==> config.mk <==
export PLATFORM = sky130hd
export DESIGN_NAME = kth_largest_stream_tracker_top
export DESIGN_NICKNAME = d
export VERILOG_FILES = /design/src/rtl/ktrk_pkg.sv /design/src/rtl/ktrk_cell.sv /design/src/rtl/kth_largest_stream_tracker_top.sv
export SDC_FILE = /design/constraint.sdc
export NUM_CORES = 2
export LEC_CHECK = 0
export ABC_AREA = 1
export BUFFER_PORTS_ARGS = -buffer_cell sky130_fd_sc_hd__clkbuf_2
export CAP_MARGIN = 20
export CORE_MARGIN = 2
export CORE_UTILIZATION = 45
export CTS_BUF_LIST = sky130_fd_sc_hd__clkbuf_8
export DETAILED_ROUTE_END_ITERATION = 8
export GPL_ROUTABILITY_DRIVEN = 1
export HOLD_SLACK_MARGIN = 0.06
export SKIP_LAST_GASP = 1
export SYNTH_ARGS = -nofsm -noshare
export SYNTH_HDL_FRONTEND = slang
export SYNTH_SLANG_ARGS = --single-unit
==> constraint.sdc <==
create_clock -name clk_i -period 7.63 [get_ports clk_i]
set_clock_uncertainty 0.2 [all_clocks]
set_input_delay 1.1445 -clock clk_i [delete_from_list [all_inputs] [get_ports clk_i]]
set_output_delay 1.1445 -clock clk_i [all_outputs]
set_load 0.02 [all_outputs]
==> src/rtl/ktrk_pkg.sv <==
// ktrk_pkg: shared types and constants for the k-th largest stream tracker
// no dependencies; imported by ktrk_cell and kth_largest_stream_tracker_top
package ktrk_pkg;

  // width of a stream value and of the rank register
  localparam int unsigned VAL_W     = 32;
  localparam int unsigned K_W       = 5;
  // default number of cells in the chain
  localparam int unsigned MAX_K_DEF = 16;

  // what one cell shows its neighbours
  typedef struct packed {
    logic [VAL_W-1:0] val;  // stored value
    logic             le;   // entry is kept and not greater than the request value
  } nbr_t;

  // per-cell control from the top level
  typedef struct packed {
    logic active;  // cell lies below the kept count
    logic en;      // cell takes a new value this cycle
    logic ins;     // insert mode: kept set not yet full
    logic rep;     // replace mode: drop smallest, insert among the rest
  } cell_ctrl_t;

endpackage

==> src/rtl/ktrk_cell.sv <==
// ktrk_cell: one entry of the sorted chain of kept values
// depends on ktrk_pkg (value width, neighbour and control types)
module ktrk_cell (
  input  logic                     clk_i,
  input  logic [ktrk_pkg::VAL_W-1:0] v_i,
  input  ktrk_pkg::cell_ctrl_t     ctrl_i,
  input  ktrk_pkg::nbr_t           lo_i,
  input  ktrk_pkg::nbr_t           hi_i,
  output ktrk_pkg::nbr_t           nbr_o
);
  import ktrk_pkg::*;

  logic [VAL_W-1:0] val_q, val_d;
  logic             le;

  // kept entry not greater than the incoming value
  assign le = ctrl_i.active && ($signed(val_q) <= $signed(v_i));

  // next value: shift down on replace, shift up on insert
  always_comb begin
    val_d = val_q;
    if (ctrl_i.rep) begin
      if (hi_i.le) begin
        val_d = hi_i.val;
      end else if (le) begin
        val_d = v_i;
      end
    end else if (ctrl_i.ins) begin
      if (le) begin
        val_d = val_q;
      end else if (lo_i.le) begin
        val_d = v_i;
      end else begin
        val_d = lo_i.val;
      end
    end
  end

  // value register
  always_ff @(posedge clk_i) begin
    if (ctrl_i.en) begin
      val_q <= val_d;
    end
  end

  assign nbr_o.val = val_q;
  assign nbr_o.le  = le;

endmodule

==> src/rtl/kth_largest_stream_tracker_top.sv <==
// kth_largest_stream_tracker_top: running k-th largest value of a stream
// depends on ktrk_pkg and ktrk_cell
//
// Usage:
//   Input channel: value_i with in_valid_i / in_stall_o. A request is taken
//   at a rising edge with in_valid_i high and in_stall_o low.
//   Output channel: kth_value_o and full_res_o with out_valid_o /
//   out_stall_i. One result per request.
//   Rank register: cfg_we_i writes cfg_wdata_i into k and empties the kept
//   set. A k of zero acts as one, a k above MAX_K acts as MAX_K. Write only
//   while no request is in flight.
// Timing:
//   Result appears in the cycle after the request is taken. One request per
//   cycle is sustained unless a held result stalls the input; of the chain
//   of MAX_K cells, each accepted request updates those up to the kept count
//   (up to k on a replace) together, every cell comparing against the new
//   value and taking its own, its lower or its upper neighbour's value or
//   the new one. While a result is held by out_stall_i the block stalls its
//   input; the result stays stable and the next request is taken at the edge where it leaves.
// Reset: k returns to one, the kept set is empty, no result is pending.
module kth_largest_stream_tracker_top #(
  parameter int unsigned MAX_K = ktrk_pkg::MAX_K_DEF
) (
  input  logic                       clk_i,
  input  logic                       rst_ni,
  input  logic                       cfg_we_i,
  input  logic [ktrk_pkg::K_W-1:0]   cfg_wdata_i,
  input  logic                       in_valid_i,
  output logic                       in_stall_o,
  input  logic [ktrk_pkg::VAL_W-1:0] value_i,
  output logic                       out_valid_o,
  input  logic                       out_stall_i,
  output logic [ktrk_pkg::VAL_W-1:0] kth_value_o,
  output logic                       full_res_o
);
  import ktrk_pkg::*;

  localparam int unsigned CW = $clog2(MAX_K + 1);
  localparam int unsigned KX = (CW > K_W) ? CW : K_W;

  logic [K_W-1:0] k_q;
  logic [CW-1:0]  count_q, count_d;
  logic [CW-1:0]  kk;
  logic [KX-1:0]  k_ext;
  logic           out_valid_q, out_valid_d;
  logic           in_acc, full, lt0;
  cell_ctrl_t     ctrl [MAX_K];
  nbr_t           nbr  [MAX_K];

  // effective rank, clamped to one .. MAX_K
  assign k_ext = KX'(k_q);
  always_comb begin
    priority if (k_q == '0) begin
      kk = CW'(1);
    end else if (k_ext > KX'(MAX_K)) begin
      kk = CW'(MAX_K);
    end else begin
      kk = CW'(k_ext);
    end
  end

  // handshake
  assign in_stall_o = out_valid_q && out_stall_i;
  assign in_acc     = in_valid_i && !in_stall_o;
  assign full       = (count_q == kk);
  assign lt0        = $signed(nbr[0].val) < $signed(value_i);

  // per-cell control
  for (genvar i = 0; i < MAX_K; i++) begin : g_ctrl
    assign ctrl[i].active = (CW'(i) < count_q);
    assign ctrl[i].ins    = in_acc && !full;
    assign ctrl[i].rep    = in_acc && full && lt0;
    assign ctrl[i].en     = (ctrl[i].ins && (CW'(i) <= count_q))
                         || (ctrl[i].rep && (CW'(i) < kk));
  end

  // chain of cells
  for (genvar i = 0; i < MAX_K; i++) begin : g_cell
    nbr_t lo, hi;
    if (i == 0) begin : g_lo_edge
      assign lo.val = value_i;
      assign lo.le  = 1'b1;
    end else begin : g_lo
      assign lo = nbr[i-1];
    end
    if (i == MAX_K - 1) begin : g_hi_edge
      assign hi.val = '0;
      assign hi.le  = 1'b0;
    end else begin : g_hi
      assign hi = nbr[i+1];
    end
    ktrk_cell u_cell (
      .clk_i  (clk_i),
      .v_i    (value_i),
      .ctrl_i (ctrl[i]),
      .lo_i   (lo),
      .hi_i   (hi),
      .nbr_o  (nbr[i])
    );
  end

  // kept count and result pending flag
  always_comb begin
    count_d = count_q;
    if (cfg_we_i) begin
      count_d = '0;
    end else if (in_acc && !full) begin
      count_d = count_q + CW'(1);
    end
    out_valid_d = out_valid_q;
    if (in_acc) begin
      out_valid_d = 1'b1;
    end else if (!out_stall_i) begin
      out_valid_d = 1'b0;
    end
  end

  always_ff @(posedge clk_i or negedge rst_ni) begin
    if (!rst_ni) begin
      k_q         <= K_W'(1);
      count_q     <= '0;
      out_valid_q <= 1'b0;
    end else begin
      if (cfg_we_i) begin
        k_q <= cfg_wdata_i;
      end
      count_q     <= count_d;
      out_valid_q <= out_valid_d;
    end
  end

  // result: smallest kept value sits in the first cell
  assign out_valid_o = out_valid_q;
  assign kth_value_o = nbr[0].val;
  assign full_res_o  = full;

`ifndef SYNTHESIS
  a_count_le_k : assert property (@(posedge clk_i) disable iff (!rst_ni)
    count_q <= kk) else $error("kept count above rank");
  a_valid_has_entry : assert property (@(posedge clk_i) disable iff (!rst_ni)
    out_valid_o |-> (count_q != '0)) else $error("result with empty kept set");
  a_accept_gives_result : assert property (@(posedge clk_i) disable iff (!rst_ni)
    in_acc |=> out_valid_o) else $error("accepted request gave no result");
  a_first_two_sorted : assert property (@(posedge clk_i) disable iff (!rst_ni)
    (MAX_K > 1 && count_q >= CW'(2)) |->
      ($signed(nbr[0].val) <= $signed(nbr[(MAX_K > 1) ? 1 : 0].val)))
    else $error("kept values out of order");
`endif

endmodule
* Word-level counts from Yosys, hierarchy flattened
Index checks and enable logic that the tools add are counted.
Word-level totals: bits in writable memories 0, memories 0, bits in latches 0, bits in registers 523, ROM bits 0, logic and storage cells 250
Operators by class: multipliers 0, bitwise operators 0, add/subtract/negate cells 1, reduce and logical (&&, ||, !) cells 90, order comparisons 66, shift-type cells 0, eq/ne operators 4, muxes and demuxes 70, divide/modulo/power cells 0
Operators with widths (count):
- two-way mux 32 bit | 64
- less-or-equal comparator 32 bit | 16
- less-than comparator 4 x 5 -> 1 bit (first input constant) | 16
- logical AND 1 bit | 53
- less-or-equal comparator 4 x 5 -> 1 bit (first input constant) | 8
- less-than comparator 3 x 5 -> 1 bit (first input constant) | 8
- less-than comparator 32 bit | 1
- AND reduction 2 bit | 14
- less-or-equal comparator 3 x 5 -> 1 bit (first input constant) | 4
- less-than comparator 1 x 5 -> 1 bit (first input constant) | 4
- less-than comparator 2 x 5 -> 1 bit (first input constant) | 4
- two-way mux 5 bit | 4
- logical OR 1 bit | 16
- less-or-equal comparator 1 x 5 -> 1 bit (first input constant) | 2
- less-or-equal comparator 2 x 5 -> 1 bit (first input constant) | 2
- AND reduction 3 bit | 2
- adder 5 x 1 -> 5 bit (second input constant) | 1
- equality test 5 bit | 1
- > comparator 5 bit (second input constant) | 1
- logical NOT 5 bit | 1
- != test 2 x 1 -> 1 bit (second input constant) | 2
- nonzero test 2 bit | 2
- logical NOT 1 bit | 2
- two-way mux 1 bit | 2
- != test 2 bit (second input constant) | 1

* Depth between registers and ports, before layout
depth after elaboration 9, depth in mapped cells 23, gate-level depth less buffers 20

* Hierarchy
A second synthesis with hierarchy kept.
Second synthesis, totals: cell total of the unflattened synthesis 6247, area total of the unflattened synthesis 46044.2 µm²
By module, submodules not included:
- ktrk_cell | area an instance 2745.1 µm², instances 16, cells an instance 369, sequential area each 960.9 µm²
- kth_largest_stream_tracker_top | area an instance 2122.0 µm², instances 1, cells an instance 343, sequential area each 276.5 µm²

* Worst setup path before layout
OpenSTA, ideal clock, no wires.
path type input-to-reg, from input value_i[31] (netlist bit), to register g_cell[8].u_cell.val_q[0], enable pin, slack 0.294 ns, required time 7.035 ns, setup time 0.395 ns, stages on the path 16, arrival 6.740 ns, cell sequence clkbuf_1 > clkbuf_1 > inv_1 > ha_1 > nand2_1 > nor2_1 > nand2_1 > nor4_1 > nand2_1 > nand2_1 > nand2_1 > nand2_1 > nand3_4 > buf_2 > o21ai_0 > nand3b_1
Between the ends: longest elaborated chain between the ends 5, elaborated cells between the ends (all ways) 6, those cells by class order compare: 1; reduce/logical: 5
Ends and longest elaborated chain:
- from (decl) | line kth_largest_stream_tracker_top.sv:30 | input logic [ktrk_pkg::VAL_W-1:0] value_i,
- less-than comparator 32 bit (*) | line kth_largest_stream_tracker_top.sv:66 | assign lt0 = $signed(nbr[0].val) < $signed(value_i);
- logical AND 1 bit (*) | line kth_largest_stream_tracker_top.sv:72 | assign ctrl[i].rep = in_acc && full && lt0;
- logical AND 1 bit | line kth_largest_stream_tracker_top.sv:74 | || (ctrl[i].rep && (CW'(i) < kk));
- logical OR 1 bit | line kth_largest_stream_tracker_top.sv:74
- AND reduction 2 bit (no line) (*)
- to (signal assigned) | line ktrk_cell.sv:42 | val_q <= val_d;
- to (decl) | line ktrk_cell.sv:13 | logic [VAL_W-1:0] val_q, val_d;
Mark *: on every way between the ends. The rest lies on a longest branch, timed or not. A chain may end at the register's enable or synchronous reset.

* Worst setup path in the final report
from input value_i[28] (netlist bit), to register g_cell[12].u_cell.val_q[20], enable pin
Between the ends: longest elaborated chain between the ends 5, elaborated cells between the ends (all ways) 6, those cells by class order compare: 1; reduce/logical: 5
Ends and longest elaborated chain (line):
- less-than comparator 32 bit (*) | kth_largest_stream_tracker_top.sv:66
- logical AND 1 bit (*) | kth_largest_stream_tracker_top.sv:72
- logical AND 1 bit | kth_largest_stream_tracker_top.sv:74
- logical OR 1 bit | kth_largest_stream_tracker_top.sv:74
- AND reduction 2 bit (no line) (*)
- to (signal assigned) | ktrk_cell.sv:42
- to (decl) | ktrk_cell.sv:13
Marks and branches as above.

==> metrics.txt <==
Finished Cell Area 50610 sq um; # H-tree levels 3; Synth Area in Compound Gates 4.220%; initial core utilization 45.48%; crit-path most repeated cell nand2_1; worst-margin pin slew 1.160 ns; XOR/XNOR Fraction of Synth Area 0.01858%; Final Setup Violations 0; DPL Wire Length 124300 um; status finished, final reports clean; sum of negative setup slack 0 ns; port bufs 76; main combinational cell family by area after synthesis simple AND/OR/NAND/NOR gates; crit path DAT 6.04 ns; initial antenna violation count 1; share of the synthesized area in the top cell type 32.61%; pre-CTS WS 1.118 ns; CP Capture Type flop; Max Fclk 0.1704 GHz; Synth Area in Simple Gates 43.05%; Crit Path Class input port to flop; slowest CP cell o22ai_4; Yosys reg bits 523; CP peak stage delay 0.84 ns; Slew headroom 22.65%; CP Data Required Time 7.80 ns; hold slack 0.2899 ns; Post-Syn Instances 6404; Layout area overhead 7.363%; TritonCTS sink count 523; drt initial violations 6089; period utilization 76.90%; maximum clock path buffer count 3; height of the chip 327.7 um; layout cell share with drive strength beyond 1 12.97%; Slew Limit Fails 0; Final ANT Viol Nets 0; first-pass GRT wire length 275800 um; Inserted Clock Buffers 103; Max VDD drop 117.7 uV; root buffer cell clkbuf_8; DRC Markers 0; top post-synthesis cells by area edfxtp_1 (33%), nand3_1 (21%), ha_1 (14%); number of flops mapped to enable cells by yosys 512; number of cells after detailed placement 7569; Die Wd 327.7 um; Synth Area in Adders 13.67%; Cell Rows 118; Worst setup SP type input port; worst hold path type flop to flop; fin nets 6852; ys async rst share 2.103%; fin cells 7759; die area 107400 sq um; RSZ-0062 raised after global routing false; total global-route track usage 33.62%; proportion of synthesized area in mux cells 0%; Pre-Repair DR Iteration Count 6; CP Max Fanout 68; setup ws final 1.762 ns; synth warn 0; synthesized area per cell 7.361 sq um; WL final 185100 um; pin count of the biggest net entering global routing 170; synthesized net count 6961; vias in the first global route 44.07k; PwrDens 151.1 nW/um^2; Clock transition at path regs 0.07 ns; Filler cells 10.34k; leading area contributor after synthesis edfxtp_1; register area share after synthesis 33.20%; crit-path cells clkbuf_2, inv_1, ha_1, nand2_1, nor2_1, nand2_1, nor4_1, nand2_1, nand2_1, nand2_1, nand2_1, nand3_4, inv_8, nand3_1, o22ai_4; Design Power 7.647 mW; clock tree from TritonCTS done; Placer Congestion 0.9316; Cell Area, Synth 47140 sq um; core area 103600 sq um; Lkg Pwr 23.09 nW; Via density 6.106; max cap viols 0; clk_lat worst skew 0.78 ns; I/O Pins 77; number of hold violations in the final report 0; Synth Flop Type edfxtp_1; fin crit period 5.868 ns; Cell Area, Placed 48720 sq um; drt wl/cell 23.85 um; count of cell types in the netlist 40; GRT overflow 0; Vias 47.38k; utilization after layout 48.83%
-- synthesized netlist by cell type, drive strengths merged (3+ instances only) --
library cell and instances:
o211ai 3, edfxtp 512, ha 515, nor3 14
a31oi 3, nor4 6, dfrtp 10, nor3b 3
buf 212, a21oi 232, nand3 1996, inv 210
or2 434, nand2 1677, nand3b 34, o21ai 64
nor2 161, o21a 30, clkbuf 215, a21o 20
nand4 41
-- power by group --
group	internal [mW]	switching [mW]	leakage [nW]
registers	3.26	0.0827	4.76
logic	0.411	1.08	17.2
clock network	1.39	1.42	1.08
-- final cells by class --
type	count	area, sq um	area share (%)
sequential	523	15650	30.92
multi-input combinational	5244	28960	57.21
clock buffer	104	1431	2.828
antenna	4	10.01	0.01978
clock inverter	81	442.9	0.8751
timing repair buffer	213	1599	3.159
inverter	210	795.8	1.572
tap	1380	1727	3.412
-- layout by cell type, fill, tap and decap left out, types with 2 or more instances in the layout --
cell,n
a31oi_1,2
nand3_1,1989
nor3b_1,3
o31ai_4,2
edfxtp_1,512
clkbuf_8,104
clkinv_1,25
buf_4,121
nand3_2,6
o21ai_0,54
bufinv_16,4
clkinvlp_4,3
nor3_1,14
inv_2,11
nand2_2,15
o21a_1,30
o21ai_4,7
nand2_1,1662
a21oi_1,230
clkbuf_2,76
a21oi_2,2
o221ai_4,2
ha_1,515
o211ai_1,3
a21o_1,20
nor2_1,160
o21bai_1,2
nand4_1,41
o21ai_2,3
nor4_1,6
inv_1,232
nand3b_1,34
diode_2,4
buf_12,15
clkinv_2,14
dfrtp_1,10
or2_2,434
-- state kept, by name (all words and copies together), names as in the netlist --
signal and flops:
g_cell.u_cell.val_q 512, k_ext 5, count_q 5, out_valid_o 1
-- per-layer routing --
| layer | share of wire (%) | track usage (%) | vias up |
|---|---|---|---|
| met4 | 4.6 | 14.56 | 0 |
| met1 | 43 | 48.22 | 22400 |
| met3 | 11 | 6.824 | 362 |
| met5 | 0 | 0 | - |
| li1 | - | - | 22100 |
| met2 | 41 | 48.77 | 2517 |
-- what timing repair did --
action,in CTS,in global routing
hold buffers,1,0
hold endpoints to repair,10,0
buffers inserted,0,0
gates resized for setup,0,0
-- cell families after synthesis --
family | Yosys count
AOI/OAI and AO/OA | 362
buffers and inverters | 637
and+or+nand+nor | 4366
xor gates and xnor gates | 1
DFF | 523
adders and majority gates | 515
-- final timing paths --
kind,start,to,slack (ns),depth (start not counted)
max in group asynchronous,rst_ni,k_ext[0]$_DFFE_PN1P_,6.30,2
min in group asynchronous,rst_ni,out_valid_o$_DFFE_PN0P_,0.61,2
worst max register to register,count_q[4]$_DFFE_PN0P_,g_cell[1].u_cell.val_q[22]$_DFFE_PP_,2.62,15
worst max-delay path,value_i[28],g_cell[12].u_cell.val_q[20]$_DFFE_PP_,1.76,15
worst min-delay path,out_valid_o$_DFFE_PN0P_,out_valid_o$_DFFE_PN0P_,0.29,2
worst min register to register,out_valid_o$_DFFE_PN0P_,out_valid_o$_DFFE_PN0P_,0.29,2
-- critical path: cells and delay by family --
kind	cells	cell delay, ns
compound gates	1	0.84
buf+inv	3	1.72
fa+ha+maj	1	0.44
simple gates	10	1.76
Note: power is estimated with default switching activity, not from simulation.
